[src/sv/tphq_pkg.sv]
// ---------------------------------------------------------------------------
// tphq_pkg
// shared constants, codes and types of the terrain plane height query block
// ---------------------------------------------------------------------------
package tphq_pkg;

  localparam int MAX_STRIPS     = 256;
  localparam int ACCESS_DEPTH   = 4096;
  localparam int PLATE_DEPTH    = 1024;
  localparam int POINT_DEPTH    = 1024;
  localparam int SLOPE_DEPTH    = 256;
  localparam int MAX_CANDIDATES = 10;

  localparam int STRIP_AW = $clog2(MAX_STRIPS);
  localparam int ACC_AW   = $clog2(ACCESS_DEPTH);
  localparam int PLATE_AW = $clog2(PLATE_DEPTH);
  localparam int POINT_AW = $clog2(POINT_DEPTH);
  localparam int SLOPE_AW = $clog2(SLOPE_DEPTH);
  localparam int CNT_W    = $clog2(ACCESS_DEPTH + 1);
  localparam int HIT_W    = $clog2(MAX_CANDIDATES + 1);
  localparam int SCNT_W   = 9;
  localparam int BS_W     = $clog2(MAX_STRIPS + 1);

  // request type codes
  localparam logic [2:0] REQ_QUERY  = 3'd0;
  localparam logic [2:0] REQ_STRIP  = 3'd1;
  localparam logic [2:0] REQ_ACCESS = 3'd2;
  localparam logic [2:0] REQ_PLATE  = 3'd3;
  localparam logic [2:0] REQ_POINT  = 3'd4;
  localparam logic [2:0] REQ_SLOPE  = 3'd5;
  localparam logic [2:0] REQ_HEIGHT = 3'd6;
  localparam logic [2:0] REQ_NONE   = 3'd7;

  // item classes from the front end
  localparam logic [1:0] KIND_NONE  = 2'd0;
  localparam logic [1:0] KIND_QUERY = 2'd1;
  localparam logic [1:0] KIND_WRITE = 2'd2;

  // configuration register indexes
  localparam logic CFG_MAP_LOADED  = 1'b0;
  localparam logic CFG_STRIP_COUNT = 1'b1;

  typedef struct packed {
    logic [2:0]         req_type;
    logic [1:0]         kind;
    logic [11:0]        idx;
    logic signed [31:0] a;
    logic signed [31:0] b;
    logic signed [31:0] c;
    logic [9:0]         d;
  } req_t;

  typedef struct packed {
    logic [ACC_AW-1:0] start;
    logic [CNT_W-1:0]  count;
  } range_t;

  typedef struct packed {
    logic [POINT_AW-1:0] p0;
    logic [POINT_AW-1:0] p1;
    logic [SLOPE_AW-1:0] slope;
    logic [PLATE_AW-1:0] height;
  } plate_t;

endpackage

[src/sv/tphq_ifs.sv]
// ---------------------------------------------------------------------------
// tphq channel interfaces
// request, result and configuration channels with valid/ready handshake
// ---------------------------------------------------------------------------
interface tphq_req_if;
  logic               valid;
  logic               ready;
  logic [2:0]         req_type;
  logic [11:0]        entry_index;
  logic signed [31:0] word_a;
  logic signed [31:0] word_b;
  logic signed [31:0] word_c;
  logic [9:0]         word_d;
  modport source (output valid, req_type, entry_index, word_a, word_b, word_c, word_d,
                  input ready);
  modport sink (input valid, req_type, entry_index, word_a, word_b, word_c, word_d,
                output ready);
endinterface


[src/sv/tphq_front.sv]
// ---------------------------------------------------------------------------
// tphq_front
// accepts items, classifies them and holds them in a two-entry queue
// ---------------------------------------------------------------------------
module tphq_front (
  input  logic          clk,
  input  logic          rst_n,
  tphq_req_if.sink      in_ch,
  output tphq_pkg::req_t q_req,
  output logic          q_valid,
  input  logic          q_pop
);
  import tphq_pkg::*;

  req_t       slot_r [2];
  logic       wr_ptr_r, rd_ptr_r;
  logic [1:0] cnt_r;
  req_t       cls;
  logic       push;

  // classify: unknown type or out-of-range write index means no effect
  always_comb begin
    cls          = '0;
    cls.req_type = in_ch.req_type;
    cls.idx      = in_ch.entry_index;
    cls.a        = in_ch.word_a;
    cls.b        = in_ch.word_b;
    cls.c        = in_ch.word_c;
    cls.d        = in_ch.word_d;
    unique case (in_ch.req_type)
      REQ_QUERY: cls.kind = KIND_QUERY;
      REQ_STRIP, REQ_SLOPE:
        cls.kind = (32'(in_ch.entry_index) < 32'((in_ch.req_type == REQ_STRIP) ?
                    MAX_STRIPS : SLOPE_DEPTH)) ? KIND_WRITE : KIND_NONE;
      REQ_ACCESS:
        cls.kind = (32'(in_ch.entry_index) < 32'(ACCESS_DEPTH)) ? KIND_WRITE : KIND_NONE;
      REQ_PLATE, REQ_HEIGHT:
        cls.kind = (32'(in_ch.entry_index) < 32'(PLATE_DEPTH)) ? KIND_WRITE : KIND_NONE;
      REQ_POINT:
        cls.kind = (32'(in_ch.entry_index) < 32'(POINT_DEPTH)) ? KIND_WRITE : KIND_NONE;
      default: cls.kind = KIND_NONE;
    endcase
  end

  assign in_ch.ready = (cnt_r != 2'd2);
  assign push        = in_ch.valid && in_ch.ready;
  assign q_valid     = (cnt_r != 2'd0);
  assign q_req       = slot_r[rd_ptr_r];

  always_ff @(posedge clk) begin
    if (push) begin
      slot_r[wr_ptr_r] <= cls;
    end
  end

  always_ff @(posedge clk) begin
    if (!rst_n) begin
      wr_ptr_r <= 1'b0;
      rd_ptr_r <= 1'b0;
      cnt_r    <= 2'd0;
    end else begin
      if (push) wr_ptr_r <= ~wr_ptr_r;
      if (q_pop) rd_ptr_r <= ~rd_ptr_r;
      cnt_r <= cnt_r + 2'(push) - 2'(q_pop);
    end
  end
endmodule

[src/flat_wrapper.sv]
// flat-port wrapper written by rule: the top's interface ports become plain ports
module tphq_front_flat import tphq_pkg::*;
  (clk, rst_n, q_req, q_valid, q_pop, in_ch_valid, in_ch_req_type, in_ch_entry_index, in_ch_word_a, in_ch_word_b, in_ch_word_c, in_ch_word_d, in_ch_ready);
  tphq_req_if in_ch_i ();
  input  logic clk;
  input  logic rst_n;
  output tphq_pkg::req_t q_req;
  output logic q_valid;
  input  logic q_pop;
  input wire logic [$bits(in_ch_i.valid)-1:0] in_ch_valid;
  input wire logic [$bits(in_ch_i.req_type)-1:0] in_ch_req_type;
  input wire logic [$bits(in_ch_i.entry_index)-1:0] in_ch_entry_index;
  input wire logic [$bits(in_ch_i.word_a)-1:0] in_ch_word_a;
  input wire logic [$bits(in_ch_i.word_b)-1:0] in_ch_word_b;
  input wire logic [$bits(in_ch_i.word_c)-1:0] in_ch_word_c;
  input wire logic [$bits(in_ch_i.word_d)-1:0] in_ch_word_d;
  output wire logic [$bits(in_ch_i.ready)-1:0] in_ch_ready;
  assign in_ch_i.valid = in_ch_valid;
  assign in_ch_i.req_type = in_ch_req_type;
  assign in_ch_i.entry_index = in_ch_entry_index;
  assign in_ch_i.word_a = in_ch_word_a;
  assign in_ch_i.word_b = in_ch_word_b;
  assign in_ch_i.word_c = in_ch_word_c;
  assign in_ch_i.word_d = in_ch_word_d;
  assign in_ch_ready = in_ch_i.ready;
  tphq_front u_core (.clk(clk), .rst_n(rst_n), .in_ch(in_ch_i), .q_req(q_req), .q_valid(q_valid), .q_pop(q_pop));
endmodule
[config.mk]
export PLATFORM = sky130hd
export DESIGN_NAME = tphq_front_flat
export DESIGN_NICKNAME = d
export VERILOG_FILES = /design/src/sv/tphq_pkg.sv /design/src/sv/tphq_ifs.sv /design/src/sv/tphq_front.sv /design/src/flat_wrapper.sv
export SDC_FILE = /design/constraint.sdc
export NUM_CORES = 1
export LEC_CHECK = 0
export BUFFER_PORTS_ARGS = -buffer_cell sky130_fd_sc_hd__buf_2
export CORE_MARGIN = 1.5
export CORE_UTILIZATION = 54
export CTS_BUF_LIST = sky130_fd_sc_hd__clkbuf_2
export CTS_CLUSTER_SIZE = 8
export DETAILED_ROUTE_END_ITERATION = 6
export GPL_ROUTABILITY_DRIVEN = 0
export PLACE_DENSITY_LB_ADDON = 0.08
export SLEW_MARGIN = 20
export SYNTH_ARGS = -nofsm -noshare
export SYNTH_HDL_FRONTEND = slang
export SYNTH_SLANG_ARGS = --single-unit
[constraint.sdc]
create_clock -name clk -period 8.8 [get_ports clk]
set_input_delay 0 -clock clk [delete_from_list [all_inputs] [get_ports clk]]
set_output_delay 0 -clock clk [all_outputs]
set_load 0.1 [all_outputs]
==> impl_metrics.json, run 1 <==
{
  "run_status": "aborted with a tool error",
  "failed_stage": "4_1_cts",
  "flow.first_error": "[ERROR RSZ-0060] Max buffer count reached.",
  "post-synth-top-count-cell": "sky130_fd_sc_hd__edfxtp_1",
  "synthesis.nets": 541,
  "synth.top_cells.by_area": "sky130_fd_sc_hd__edfxtp_1 (78%), sky130_fd_sc_hd__mux2_4 (11%), sky130_fd_sc_hd__mux2_2 (6.3%)",
  "ys.flop_type": "sky130_fd_sc_hd__edfxtp_1",
  "ys_seq_elements": 251,
  "async_flop_share_pct": 0,
  "rows": 48,
  "boundaryPins": 250,
  "cts-htree-levels": 2,
  "synthDominantAreaCellType": "sky130_fd_sc_hd__edfxtp_1",
  "port-buffer-count": 249,
  "numClockSinks": 251,
  "die-width_um": 135,
  "quantity_of_gates_resized_following_cts": 0,
  "post_cts_hold_buffer_count": 198,
  "synth.avg_cell_area_um2": 22.8,
  "deepest_clock_path_buffer_count": 3,
  "start_util_pct": 54.9,
  "syn_area_um2": 9430,
  "detailedPlacementHpwl_um": 10700,
  "synthTopCellsByCount": "sky130_fd_sc_hd__edfxtp_1 (246), sky130_fd_sc_hd__mux2_4 (70), sky130_fd_sc_hd__mux2_2 (53), sky130_fd_sc_hd__buf_6 (8), sky130_fd_sc_hd__buf_2 (6)",
  "ys_seq_area_share_pct": 79.4,
  "synth_top_cell_area_share_pct": 78.3,
  "clock_buffer_count_from_cts": 57,
  "cts_setup_buffers": 0,
  "post_synth_inst_count": 414,
  "height_of_the_chip_um": 135,
  "synth_cell_type_count": 23,
  "cts_root_buf": "sky130_fd_sc_hd__clkbuf_2",
  "synth_enable_flop_cells": 246,
  "yosysWarningCount": 0
}
through the flow:
| step | utilization [%] | cell area (um2) | setup WS, ps | cells | hold slack (ps) |
|---|---|---|---|---|---|
| 2_1_floorplan | - | 9430 | 1350 | 414 | 98.9 |
| 3_3_place_gp | 63.4 | 10900 | 6070 | 878 | 186 |
| 3_5_place_dp | 63.4 | 10900 | 6040 | 878 | 191 |
logic make-up after synthesis:
group | after synthesis | synth area share, %
fa+ha+maj | 2 | 0.265
xor+xnor | 3 | 0.279
buf+inv | 17 | 1.39
compound gates | 4 | 0.279
mux | 123 | 17.5
flops | 251 | 79.4
simple gates | 14 | 0.929
==> run 2: changes to the inputs <==
--- a/config.mk
+++ b/config.mk
@@ -7,12 +7,10 @@
 export LEC_CHECK = 0
 export BUFFER_PORTS_ARGS = -buffer_cell sky130_fd_sc_hd__buf_2
 export CORE_MARGIN = 1.5
-export CORE_UTILIZATION = 54
-export CTS_BUF_LIST = sky130_fd_sc_hd__clkbuf_2
-export CTS_CLUSTER_SIZE = 8
+export CORE_UTILIZATION = 40
 export DETAILED_ROUTE_END_ITERATION = 6
 export GPL_ROUTABILITY_DRIVEN = 0
-export PLACE_DENSITY_LB_ADDON = 0.08
+export PLACE_DENSITY_LB_ADDON = 0.15
 export SLEW_MARGIN = 20
 export SYNTH_ARGS = -nofsm -noshare
 export SYNTH_HDL_FRONTEND = slang
==> run 2 against run 1 <==
The run now ends clean. Area after synthesis unchanged. Synthesized cell count unchanged.
==> impl_metrics.json, run 2 <==
{
  "worstPathCellList": "buf_4 -> mux2_2 -> buf_2",
  "fin_skew_ps": 17.3,
  "height_of_the_chip_um": 157,
  "areaGrowthSynthToFinish_pct": 40.3,
  "synth_xor_xnor_area_share_pct": 0.279,
  "end_kind": "output pin",
  "port-buffer-count": 249,
  "critPathKind": "reg -> out",
  "die_area_um2": 24500,
  "async_flop_share_pct": 0,
  "synth_enable_flop_cells": 246,
  "fin_crit_sh_pct": 31.0,
  "hold_ws_ps": 196,
  "filler_cell_count": 1819,
  "cellLeakagePower_nw": 5.14,
  "ys_seq_elements": 251,
  "tritoncts_clock_tree": "built",
  "max_freq_mhz": 366,
  "largest_net_degree_at_the_start_of_global_routing": 87,
  "cp_arrival_ps": 2730,
  "clock_buffer_count_from_cts": 29,
  "cts_clk_pin_slew_worst_paths_ps": 60,
  "detail_route.wl_per_cell_um": 16.5,
  "detailed_place.area_um2": 11000,
  "grt_pass1_vias": 5670,
  "largest_reg_flops": 246,
  "multi_input_area_um2": 1830,
  "cap_violations": 0,
  "count_of_final_max_slew_check_failures": 0,
  "ys_seq_area_share_pct": 79.4,
  "numClockSinks": 251,
  "all_layer_gr_usage_pct": 15.2,
  "cellPowerDensity_nw_per_um2": 317,
  "setup.worst_path.start_class": "register",
  "instances_no_fill": 1150,
  "initial_antenna_violation_count": 1,
  "deepest_clock_path_buffer_count": 3,
  "setup_tns_ps": 0,
  "ys.flop_type": "sky130_fd_sc_hd__edfxtp_1",
  "yosys.area_share.simple_pct": 0.929,
  "start_util_pct": 40.4,
  "synth.avg_cell_area_um2": 22.8,
  "cts-htree-levels": 1,
  "synth.top_cells.by_area": "sky130_fd_sc_hd__edfxtp_1 (78%), sky130_fd_sc_hd__mux2_4 (11%), sky130_fd_sc_hd__mux2_2 (6.3%)",
  "die-width_um": 157,
  "grt_first_pass_wirelength_um": 28800,
  "sequential_cell_area_um2": 7490,
  "rows": 56,
  "drt_wl_total_um": 18900,
  "numPlacedInstances": 973,
  "synth_top_family_by_area": "multiplexers",
  "synthesis.nets": 541,
  "final_net_count": 937,
  "layout_commonest_cell": "sky130_fd_sc_hd__buf_2",
  "synth.area.mux_share_pct": 17.5,
  "drt-vias-per-instance": 4.53,
  "postLayoutSetupSlackWorst_ps": 6070,
  "cts_root_buf": "sky130_fd_sc_hd__clkbuf_16",
  "worst_ir_drop_vdd_mv": 0.216,
  "run_status": "completed",
  "detailedPlacementHpwl_um": 11500,
  "synth_top_cell_area_share_pct": 78.3,
  "cpMaxStageDelayCell": "sky130_fd_sc_hd__buf_4",
  "syn_area_um2": 9430,
  "layout.cell_area.non_filler_um2": 13200,
  "pre_cts_slack_ps": 6190,
  "setup_viol_count_final": 0,
  "design.core.area_um2": 23300,
  "route.vias.total": 5204,
  "required_ps": 8800,
  "rsz_0062_raised_after_global_routing": "no",
  "largest_registers": "u_core.slot_r: 246 flops, u_core.cnt_r: 2 flops",
  "post_synth_inst_count": 414,
  "first_pass_iters": 4,
  "grt_overflow_total": 0,
  "worstSkewPairLatency_ps": 530,
  "slowest_delay_ps": 740,
  "compound_cell_area_share_of_the_yosys_netlist_pct": 0.279,
  "critical_path.max_fanout": 58,
  "drt_drc_violations_left": 0,
  "synthDominantAreaCellType": "sky130_fd_sc_hd__edfxtp_1",
  "hp-class": "in -> reg",
  "post-synth-top-count-cell": "sky130_fd_sc_hd__edfxtp_1",
  "drtIter0Drc": 233,
  "timing.max_slew.rel_slack_pct": 30.5,
  "timing_worst_slew_pin_value_ps": 1040,
  "synth_fa_ha_area_share_pct": 0.265,
  "boundaryPins": 250,
  "synthTopCellsByCount": "sky130_fd_sc_hd__edfxtp_1 (246), sky130_fd_sc_hd__mux2_4 (70), sky130_fd_sc_hd__mux2_2 (53), sky130_fd_sc_hd__buf_6 (8), sky130_fd_sc_hd__buf_2 (6)",
  "min_tclk_post_route_ps": 2730,
  "most-common-layout-cells": "sky130_fd_sc_hd__buf_2 (249), sky130_fd_sc_hd__edfxtp_1 (246), sky130_fd_sc_hd__dlygate4sd3_1 (125)",
  "finalHoldViolations": 0,
  "yosysWarningCount": 0,
  "ant_nets": 0,
  "synth_cell_type_count": 23,
  "layout-drive-gt1-share_pct": 51.4,
  "largest_register": "u_core.slot_r"
}
## run 2: cell counts after synthesis
Identical to the previous run, type by type.
## run 2: logic make-up after synthesis
| group | Yosys count |
|---|---|
| compound gates | 4 |
| xor+xnor | 3 |
| fa+ha+maj | 2 |
| buf+inv | 17 |
| flops | 251 |
| mux | 123 |
| simple gates | 14 |
## run 2: critical path: cells and delay by family (launching register included)
family	cells	cell delay (ps)
DFF	1	630
muxes	1	330
buffers and inverters	2	1170
## run 2: worst paths after layout
kind                                                   start                              to  slack, ps  cells after the start
worst max-delay path                                register                        q_req[0]       6070                      3
worst min-delay path                        in_ch_word_c[13]  u_core.slot_r[1][23]$_DFFE_PP_        200                      2
worst max register to register    u_core.cnt_r[0]$_SDFF_PN0_  u_core.slot_r[1][38]$_DFFE_PP_       6250                      3
worst min register to register  u_core.wr_ptr_r$_SDFFE_PN0P_    u_core.wr_ptr_r$_SDFFE_PN0P_        570                      2
## run 2: repair_timing
item / in CTS / in global routing
setup buffers: 0 / 0
hold buffers: 125 / 0
resized for setup: 0 / 0
hold endpoints to repair: 251 / 0
## run 2: metrics by stage
step,util (%),power [W]
after floorplan,-,0.00280
after global placement,47.2,0.00297
after detailed placement,47.2,0.00299
after CTS,56.7,0.00424
after global routing,56.7,0.00434
final,56.7,0.00419
## run 2: per-layer routing
layer,global-route usage (%),part of all wire [%]
met4,4.08,1.5
met1,17.2,40
met5,0,0
met2,27.1,50
met3,5.26,8.8
## run 2: report_power, final
part	internal, W	switching, W	leakage (nW)
clock network	0.000745	0.000447	0.469
registers	0.00153	0.0000476	2.33
logic	0.000291	0.00113	2.34
## run 2: area by class of cell
cell class	instances	share of cell area, %
Multi-Input combinational cell	146	13.8
Timing Repair Buffer	379	19.2
Antenna cell	1	0.0189
Clock buffer	31	5.54
Clock inverter	20	1.75
Inverter	3	0.0851
Tap cell	319	3.02
Sequential cell	251	56.6
Note: power is estimated with default switching activity, not from simulation.
==> run 3: changes to the inputs <==
==> constraint.sdc (replaced) <==
create_clock -name clk -period 2.35 [get_ports clk]
set_input_delay 0 -clock clk [delete_from_list [all_inputs] [get_ports clk]]
set_output_delay 0 -clock clk [all_outputs]
set_load 0.1 [all_outputs]
==> run 3 against run 2 <==
Sequential power rose to 3.7 times the previous value. Critical path depth unchanged. Cell count shrank 0.43%. Worst hold slack better by 11 ps. Count of clock-buffer cells in the layout rose by 3. Die area did not move. Utilization up 2.1 points. Global-route usage down 0.44 points.
==> impl_metrics.json, run 3 (same netlist as run 2, synthesis figures left out) <==
{
  "route.vias.total": 5176,
  "areaGrowthSynthToFinish_pct": 45.5,
  "ant_nets": 0,
  "initial_antenna_violation_count": 0,
  "deepest_clock_path_buffer_count": 3,
  "count_of_final_max_slew_check_failures": 0,
  "cap_violations": 0,
  "finalCoreUtilization_pct": 58.8,
  "setup.worst_path.start_class": "register",
  "drt_wl_total_um": 18500,
  "height_of_the_chip_um": 157,
  "timing.hold.worst_path_depth": 2,
  "hp-class": "in -> reg",
  "all_layer_gr_usage_pct": 14.7,
  "cts_clk_pin_slew_worst_paths_ps": 60,
  "die-width_um": 157,
  "fin_crit_sh_pct": 81.7,
  "end_kind": "output pin",
  "min_to": "u_core.slot_r[1][54]$_DFFE_PP_",
  "start_util_pct": 40.4,
  "max_freq_mhz": 521,
  "run_status": "completed",
  "largest_register": "u_core.slot_r",
  "worst_ir_drop_vdd_mv": 0.706,
  "worstSkewPairLatency_ps": 510,
  "rows": 56,
  "detailedPlacementHpwl_um": 11500,
  "multi_input_area_um2": 1840,
  "sequential_cell_area_um2": 7490,
  "cts-htree-levels": 1,
  "port-buffer-count": 249,
  "pre_cts_slack_ps": 765,
  "most-common-layout-cells": "sky130_fd_sc_hd__edfxtp_1 (246), sky130_fd_sc_hd__buf_2 (212), sky130_fd_sc_hd__dlygate4sd3_1 (125)",
  "rr_startpoint": "u_core.cnt_r[0]$_SDFF_PN0_",
  "cpMaxStageDelayCell": "sky130_fd_sc_hd__dfxtp_4",
  "postLayoutSetupSlackWorst_ps": 429,
  "design.core.area_um2": 23300,
  "timing.hold.worst.start": "in_ch_word_b[12]",
  "fin_skew_ps": 8.29,
  "critPathKind": "reg -> out",
  "slowest_delay_ps": 390,
  "largest_registers": "u_core.slot_r: 246 flops, u_core.cnt_r: 2 flops",
  "ff2ff_setup_slack_ps": 620,
  "cp_arrival_ps": 1920,
  "final_net_count": 937,
  "timing_worst_slew_pin_value_ps": 513,
  "drt_drc_violations_left": 0,
  "layout-drive-gt1-share_pct": 51.0,
  "finalHoldViolations": 0,
  "grt_overflow_total": 0,
  "min_tclk_post_route_ps": 1920,
  "rsz_0062_raised_after_global_routing": "no",
  "clock_buffer_count_from_cts": 26,
  "cts_root_buf": "sky130_fd_sc_hd__clkbuf_16",
  "largest_net_degree_at_the_start_of_global_routing": 71,
  "quantity_of_gates_resized_following_cts": 0,
  "setup_viol_count_final": 0,
  "cellPowerDensity_nw_per_um2": 1130,
  "numClockSinks": 251,
  "cellLeakagePower_nw": 5.30,
  "largest_reg_flops": 246,
  "grt_pass1_vias": 5526,
  "first_pass_iters": 4,
  "worstPathCellList": "buf_12 -> mux2_2 -> buf_2",
  "required_ps": 2350,
  "antenna_cells_inserted": 0,
  "grt_first_pass_wirelength_um": 28200,
  "detail_route.wl_per_cell_um": 16.2,
  "drtIter0Drc": 256,
  "die_area_um2": 24500,
  "worst_r2r_endpoint": "u_core.cnt_r[0]$_SDFF_PN0_",
  "drt-vias-per-instance": 4.52,
  "critical_path.max_fanout": 53,
  "depth_of_the_worst_register_to_register_path": 6,
  "boundaryPins": 250,
  "total_power_w": 0.0155,
  "filler_cell_count": 1762,
  "timing.max_slew.rel_slack_pct": 66.0,
  "tritoncts_clock_tree": "built",
  "layout_commonest_cell": "sky130_fd_sc_hd__edfxtp_1",
  "hold_ws_ps": 207
}
[run 3: cell types whose count changed in the layout (fill, tap and decap cells not counted), sizes merged]
cell / change
diode: -1
buf: +3
clkinv: -3
clkbuf: +3
bufinv: -4
clkinvlp: -2
inv: -1
[run 3: routing by layer]
layer / GRT usage, % / vias up / wire (um) / part of all wire (%)
met4: 3.72 / 0 / 316 / 1.7
li1: - / 2435 / - / -
met5: 0 / - / 0 / 0
met1: 18.5 / 2509 / 7830 / 42
met3: 4.07 / 29 / 1460 / 7.9
met2: 25.2 / 203 / 8930 / 48
[run 3: what timing repair did]
action / CTS / global route
hold buffers: 125 / 0
buffers inserted: 0 / 0
hold endpoints to repair: 251 / 0
endpoints found under the setup margin: 0 / 0
[run 3: layout make-up]
cell class / count / share of cell area [%]
timing repair buffer: 382 / 23.4
clock inverter: 10 / 0.529
clock buffer: 34 / 5.11
tap: 319 / 2.91
multi-input combinational: 146 / 13.4
inverter: 3 / 0.0820
sequential: 251 / 54.6
[run 3: how the worst max path moves through the flow]
stage                                          end  slack (ps)  depth (start not counted)
finish                                  q_req[122]         430                          3
floorplan            u_core.slot_r[0][0]$_DFFE_PP_        -780                          3
detailed placement  u_core.slot_r[1][84]$_DFFE_PP_         770                          3
global placement    u_core.slot_r[1][84]$_DFFE_PP_         800                          3
CTS                                      q_req[17]         390                          3
global route                             q_req[17]         350                          3
[run 3: metrics by stage]
step / cells / setup TNS, ps / instance area (um2)
floorplan: 414 / -136440 / 9450
detailed placement: 976 / 0 / 11700
global route: 1145 / 0 / 13700
CTS: 1145 / 0 / 13700
finish: 1145 / 0 / 13700
global placement: 976 / 0 / 11700
[run 3: worst max-delay path: cells and delay by family, from the launching register on]
kind | cells | cell delay (ps)
buffers and inverters | 2 | 590
flip-flops | 1 | 390
multiplexers | 1 | 390
[run 3: report_power, final]
part	internal, W	total [W]	switching (W)
combinational	0.00158	0.00591	0.00433
sequential	0.00572	0.00589	0.000163
clock	0.00219	0.00374	0.00155
total	0.00949	0.0155	0.00604
==> run 4: changes to the inputs <==
==> constraint.sdc (replaced) <==
create_clock -name clk -period 2 [get_ports clk]
set_input_delay 0 -clock clk [delete_from_list [all_inputs] [get_ports clk]]
set_output_delay 0 -clock clk [all_outputs]
set_load 0.1 [all_outputs]
==> run 4 against run 3 <==
Critical path depth unchanged. Design area grew 6.6%. Utilization grew 3.9 points. Routed wire length is 2.7% higher. Clock skew up 4.8 ps. Flip-flop and latch count unchanged. Count of clock-buffer cells in the layout down 3. Setup slack lost 270 ps. Critical endpoint is now q_req[30].
==> impl_metrics.json, run 4 (same netlist as run 2, synthesis figures left out) <==
{
  "height_of_the_chip_um": 157,
  "slowest_delay_ps": 460,
  "drt_drc_violations_left": 0,
  "postLayoutSetupSlackWorst_ps": 159,
  "combinationalPowerShare_pct": 41.6,
  "pre_cts_slack_ps": 459,
  "setup_viol_count_final": 0,
  "netSwitchingPower_w": 0.00719,
  "grt_util_met3_pct": 4.60,
  "cpMaxStageDelayCell": "sky130_fd_sc_hd__dfxtp_4",
  "cts_root_buf": "sky130_fd_sc_hd__clkbuf_16",
  "ff2ff_setup_slack_ps": 280,
  "drtIter0Drc": 236,
  "power.sequential.fraction_pct": 36.5,
  "drt-vias-per-instance": 4.52,
  "cellLeakagePower_nw": 5.64,
  "critPathKind": "reg -> out",
  "port-buffer-count": 249,
  "hold_ws_ps": 220,
  "timing_worst_slew_pin_value_ps": 520,
  "boundaryPins": 250,
  "largest_register": "u_core.slot_r",
  "cp_arrival_ps": 1840,
  "required_ps": 2000,
  "areaGrowthSynthToFinish_pct": 55.1,
  "depth_of_the_worst_register_to_register_path": 6,
  "worst_r2r_endpoint": "u_core.cnt_r[0]$_SDFF_PN0_",
  "cell_internal_pwr_w": 0.0118,
  "timing.hold.worst.start": "in_ch_word_b[30]",
  "antenna_cells_inserted": 0,
  "rows": 56,
  "clock_buffer_count_from_cts": 25,
  "worst_ir_drop_vdd_mv": 0.834,
  "grt_pass1_vias": 5599,
  "numClockSinks": 251,
  "largest_net_degree_at_the_start_of_global_routing": 66,
  "most-common-layout-cells": "sky130_fd_sc_hd__edfxtp_1 (246), sky130_fd_sc_hd__buf_2 (155), sky130_fd_sc_hd__dlygate4sd3_1 (125)",
  "clock_group_share_of_total_power_pct": 21.8,
  "grt_overflow_total": 0,
  "total_power_w": 0.0190,
  "min_tclk_post_route_ps": 1840,
  "layout_commonest_cell": "sky130_fd_sc_hd__edfxtp_1",
  "gr-max-usage-layer": "met2",
  "all_layer_gr_usage_pct": 15.3,
  "max_freq_mhz": 543,
  "tritoncts_clock_tree": "built",
  "final_net_count": 943,
  "count_of_final_max_slew_check_failures": 0,
  "cellPowerDensity_nw_per_um2": 1300,
  "grt_first_pass_wirelength_um": 29000,
  "first_pass_iters": 4,
  "detail_route.wl_per_cell_um": 16.6,
  "timing.hold.worst_path_depth": 2,
  "power_switching_share_pct": 37.9,
  "fin_crit_sh_pct": 92.1,
  "min_to": "u_core.slot_r[0][72]$_DFFE_PP_",
  "globalRouteMet1Util_pct": 18.5,
  "instances_no_fill": 1150,
  "largest_registers": "u_core.slot_r: 246 flops, u_core.cnt_r: 2 flops",
  "deepest_clock_path_buffer_count": 3,
  "finalHoldViolations": 0,
  "worstSkewPairLatency_ps": 500,
  "detailedPlacementHpwl_um": 12600,
  "design.core.area_um2": 23300,
  "grt_use_met2_pct": 26.8,
  "cts_clk_pin_slew_worst_paths_ps": 60,
  "cap_violations": 0,
  "ant_nets": 0,
  "run_status": "completed",
  "end_kind": "output pin",
  "initial_antenna_violation_count": 0,
  "die-width_um": 157,
  "timing.max_slew.rel_slack_pct": 65.6,
  "rr_startpoint": "u_core.cnt_r[0]$_SDFF_PN0_",
  "setup.worst_path.start_class": "register",
  "fin_skew_ps": 13.1,
  "worstPathCellList": "buf_12 -> mux2_2 -> buf_2",
  "cts-htree-levels": 1,
  "die_area_um2": 24500,
  "largest_reg_flops": 246,
  "route.vias.total": 5199,
  "finalCoreUtilization_pct": 62.7,
  "start_util_pct": 40.4,
  "drt_wl_total_um": 19000,
  "numPlacedInstances": 977,
  "critical_path.max_fanout": 26,
  "hp-class": "in -> reg",
  "layout-drive-gt1-share_pct": 51.0,
  "rsz_0062_raised_after_global_routing": "no"
}
run 4: cell types whose count changed in the layout (fill, tap and decap cells not counted), sizes merged:
cell | before | now
clkbuf | 34 | 32
clkinv | 8 | 9
buf | 257 | 263
run 4: critical path: cells and delay by family (launching register included):
family,cells,cell delay [ps]
DFF,1,460
muxes,1,360
buffers and inverters,2,510
run 4: routing by layer:
metal | vias up | share of wire, %
met3 | 23 | 8.3
met4 | 0 | 1.4
met5 | - | 0
li1 | 2450 | -
met2 | 189 | 49
met1 | 2537 | 41
run 4: cell type report:
class,count,area [um2]
Clock buffer,31,648
Clock inverter,11,73.8
Fill cell,1686,8700
Inverter,3,11.3
Multi-Input combinational cell,146,1840
Sequential cell,251,7490
Tap cell,319,399
Timing Repair Buffer,389,4170
run 4: power groups by stage:
stage | Combinational (W) | Clock, W | Sequential [W]
6_report | 0.00789 | 0.00414 | 0.00693
3_5_place_dp | 0.00770 | 0 | 0.00705
3_3_place_gp | 0.00764 | 0 | 0.00700
4_1_cts | 0.00792 | 0.00428 | 0.00694
2_1_floorplan | 0.00523 | 0 | 0.00701
5_1_grt | 0.00813 | 0.00444 | 0.00699
run 4: stage by stage:
stage / setup TNS (ps) / instance area, um2
finish: 0 / 14600
CTS: -0.342 / 14600
global route: 0 / 14600
global placement: 0 / 12600
floorplan: -222540 / 9450
detailed placement: 0 / 12600
run 4: worst max path at each step:
stage                          startpoint                        endpoint  slack (ps)  cells after the start
2_1_floorplan  u_core.cnt_r[0]$_SDFF_PN0_   u_core.slot_r[0][0]$_DFFE_PP_       -1130                      3
3_3_place_gp   u_core.cnt_r[0]$_SDFF_PN0_  u_core.slot_r[0][40]$_DFFE_PP_         500                      4
3_5_place_dp   u_core.cnt_r[0]$_SDFF_PN0_  u_core.slot_r[0][43]$_DFFE_PP_         460                      4
4_1_cts                          register                       q_req[79]        -0.3                      3
5_1_grt                          register                       q_req[25]         100                      3
6_report                         register                       q_req[30]         160                      3
run 4: repair_timing:
| item | CTS | global route |
|---|---|---|
| buffers inserted | 0 | 5 |
| hold endpoints to repair | 251 | 0 |
| pin swaps | 0 | 0 |
| cloned | 0 | 1 |
| setup endpoints to repair | 32 | 58 |
| resized for setup | 1 | 0 |
| hold buffers | 125 | 0 |
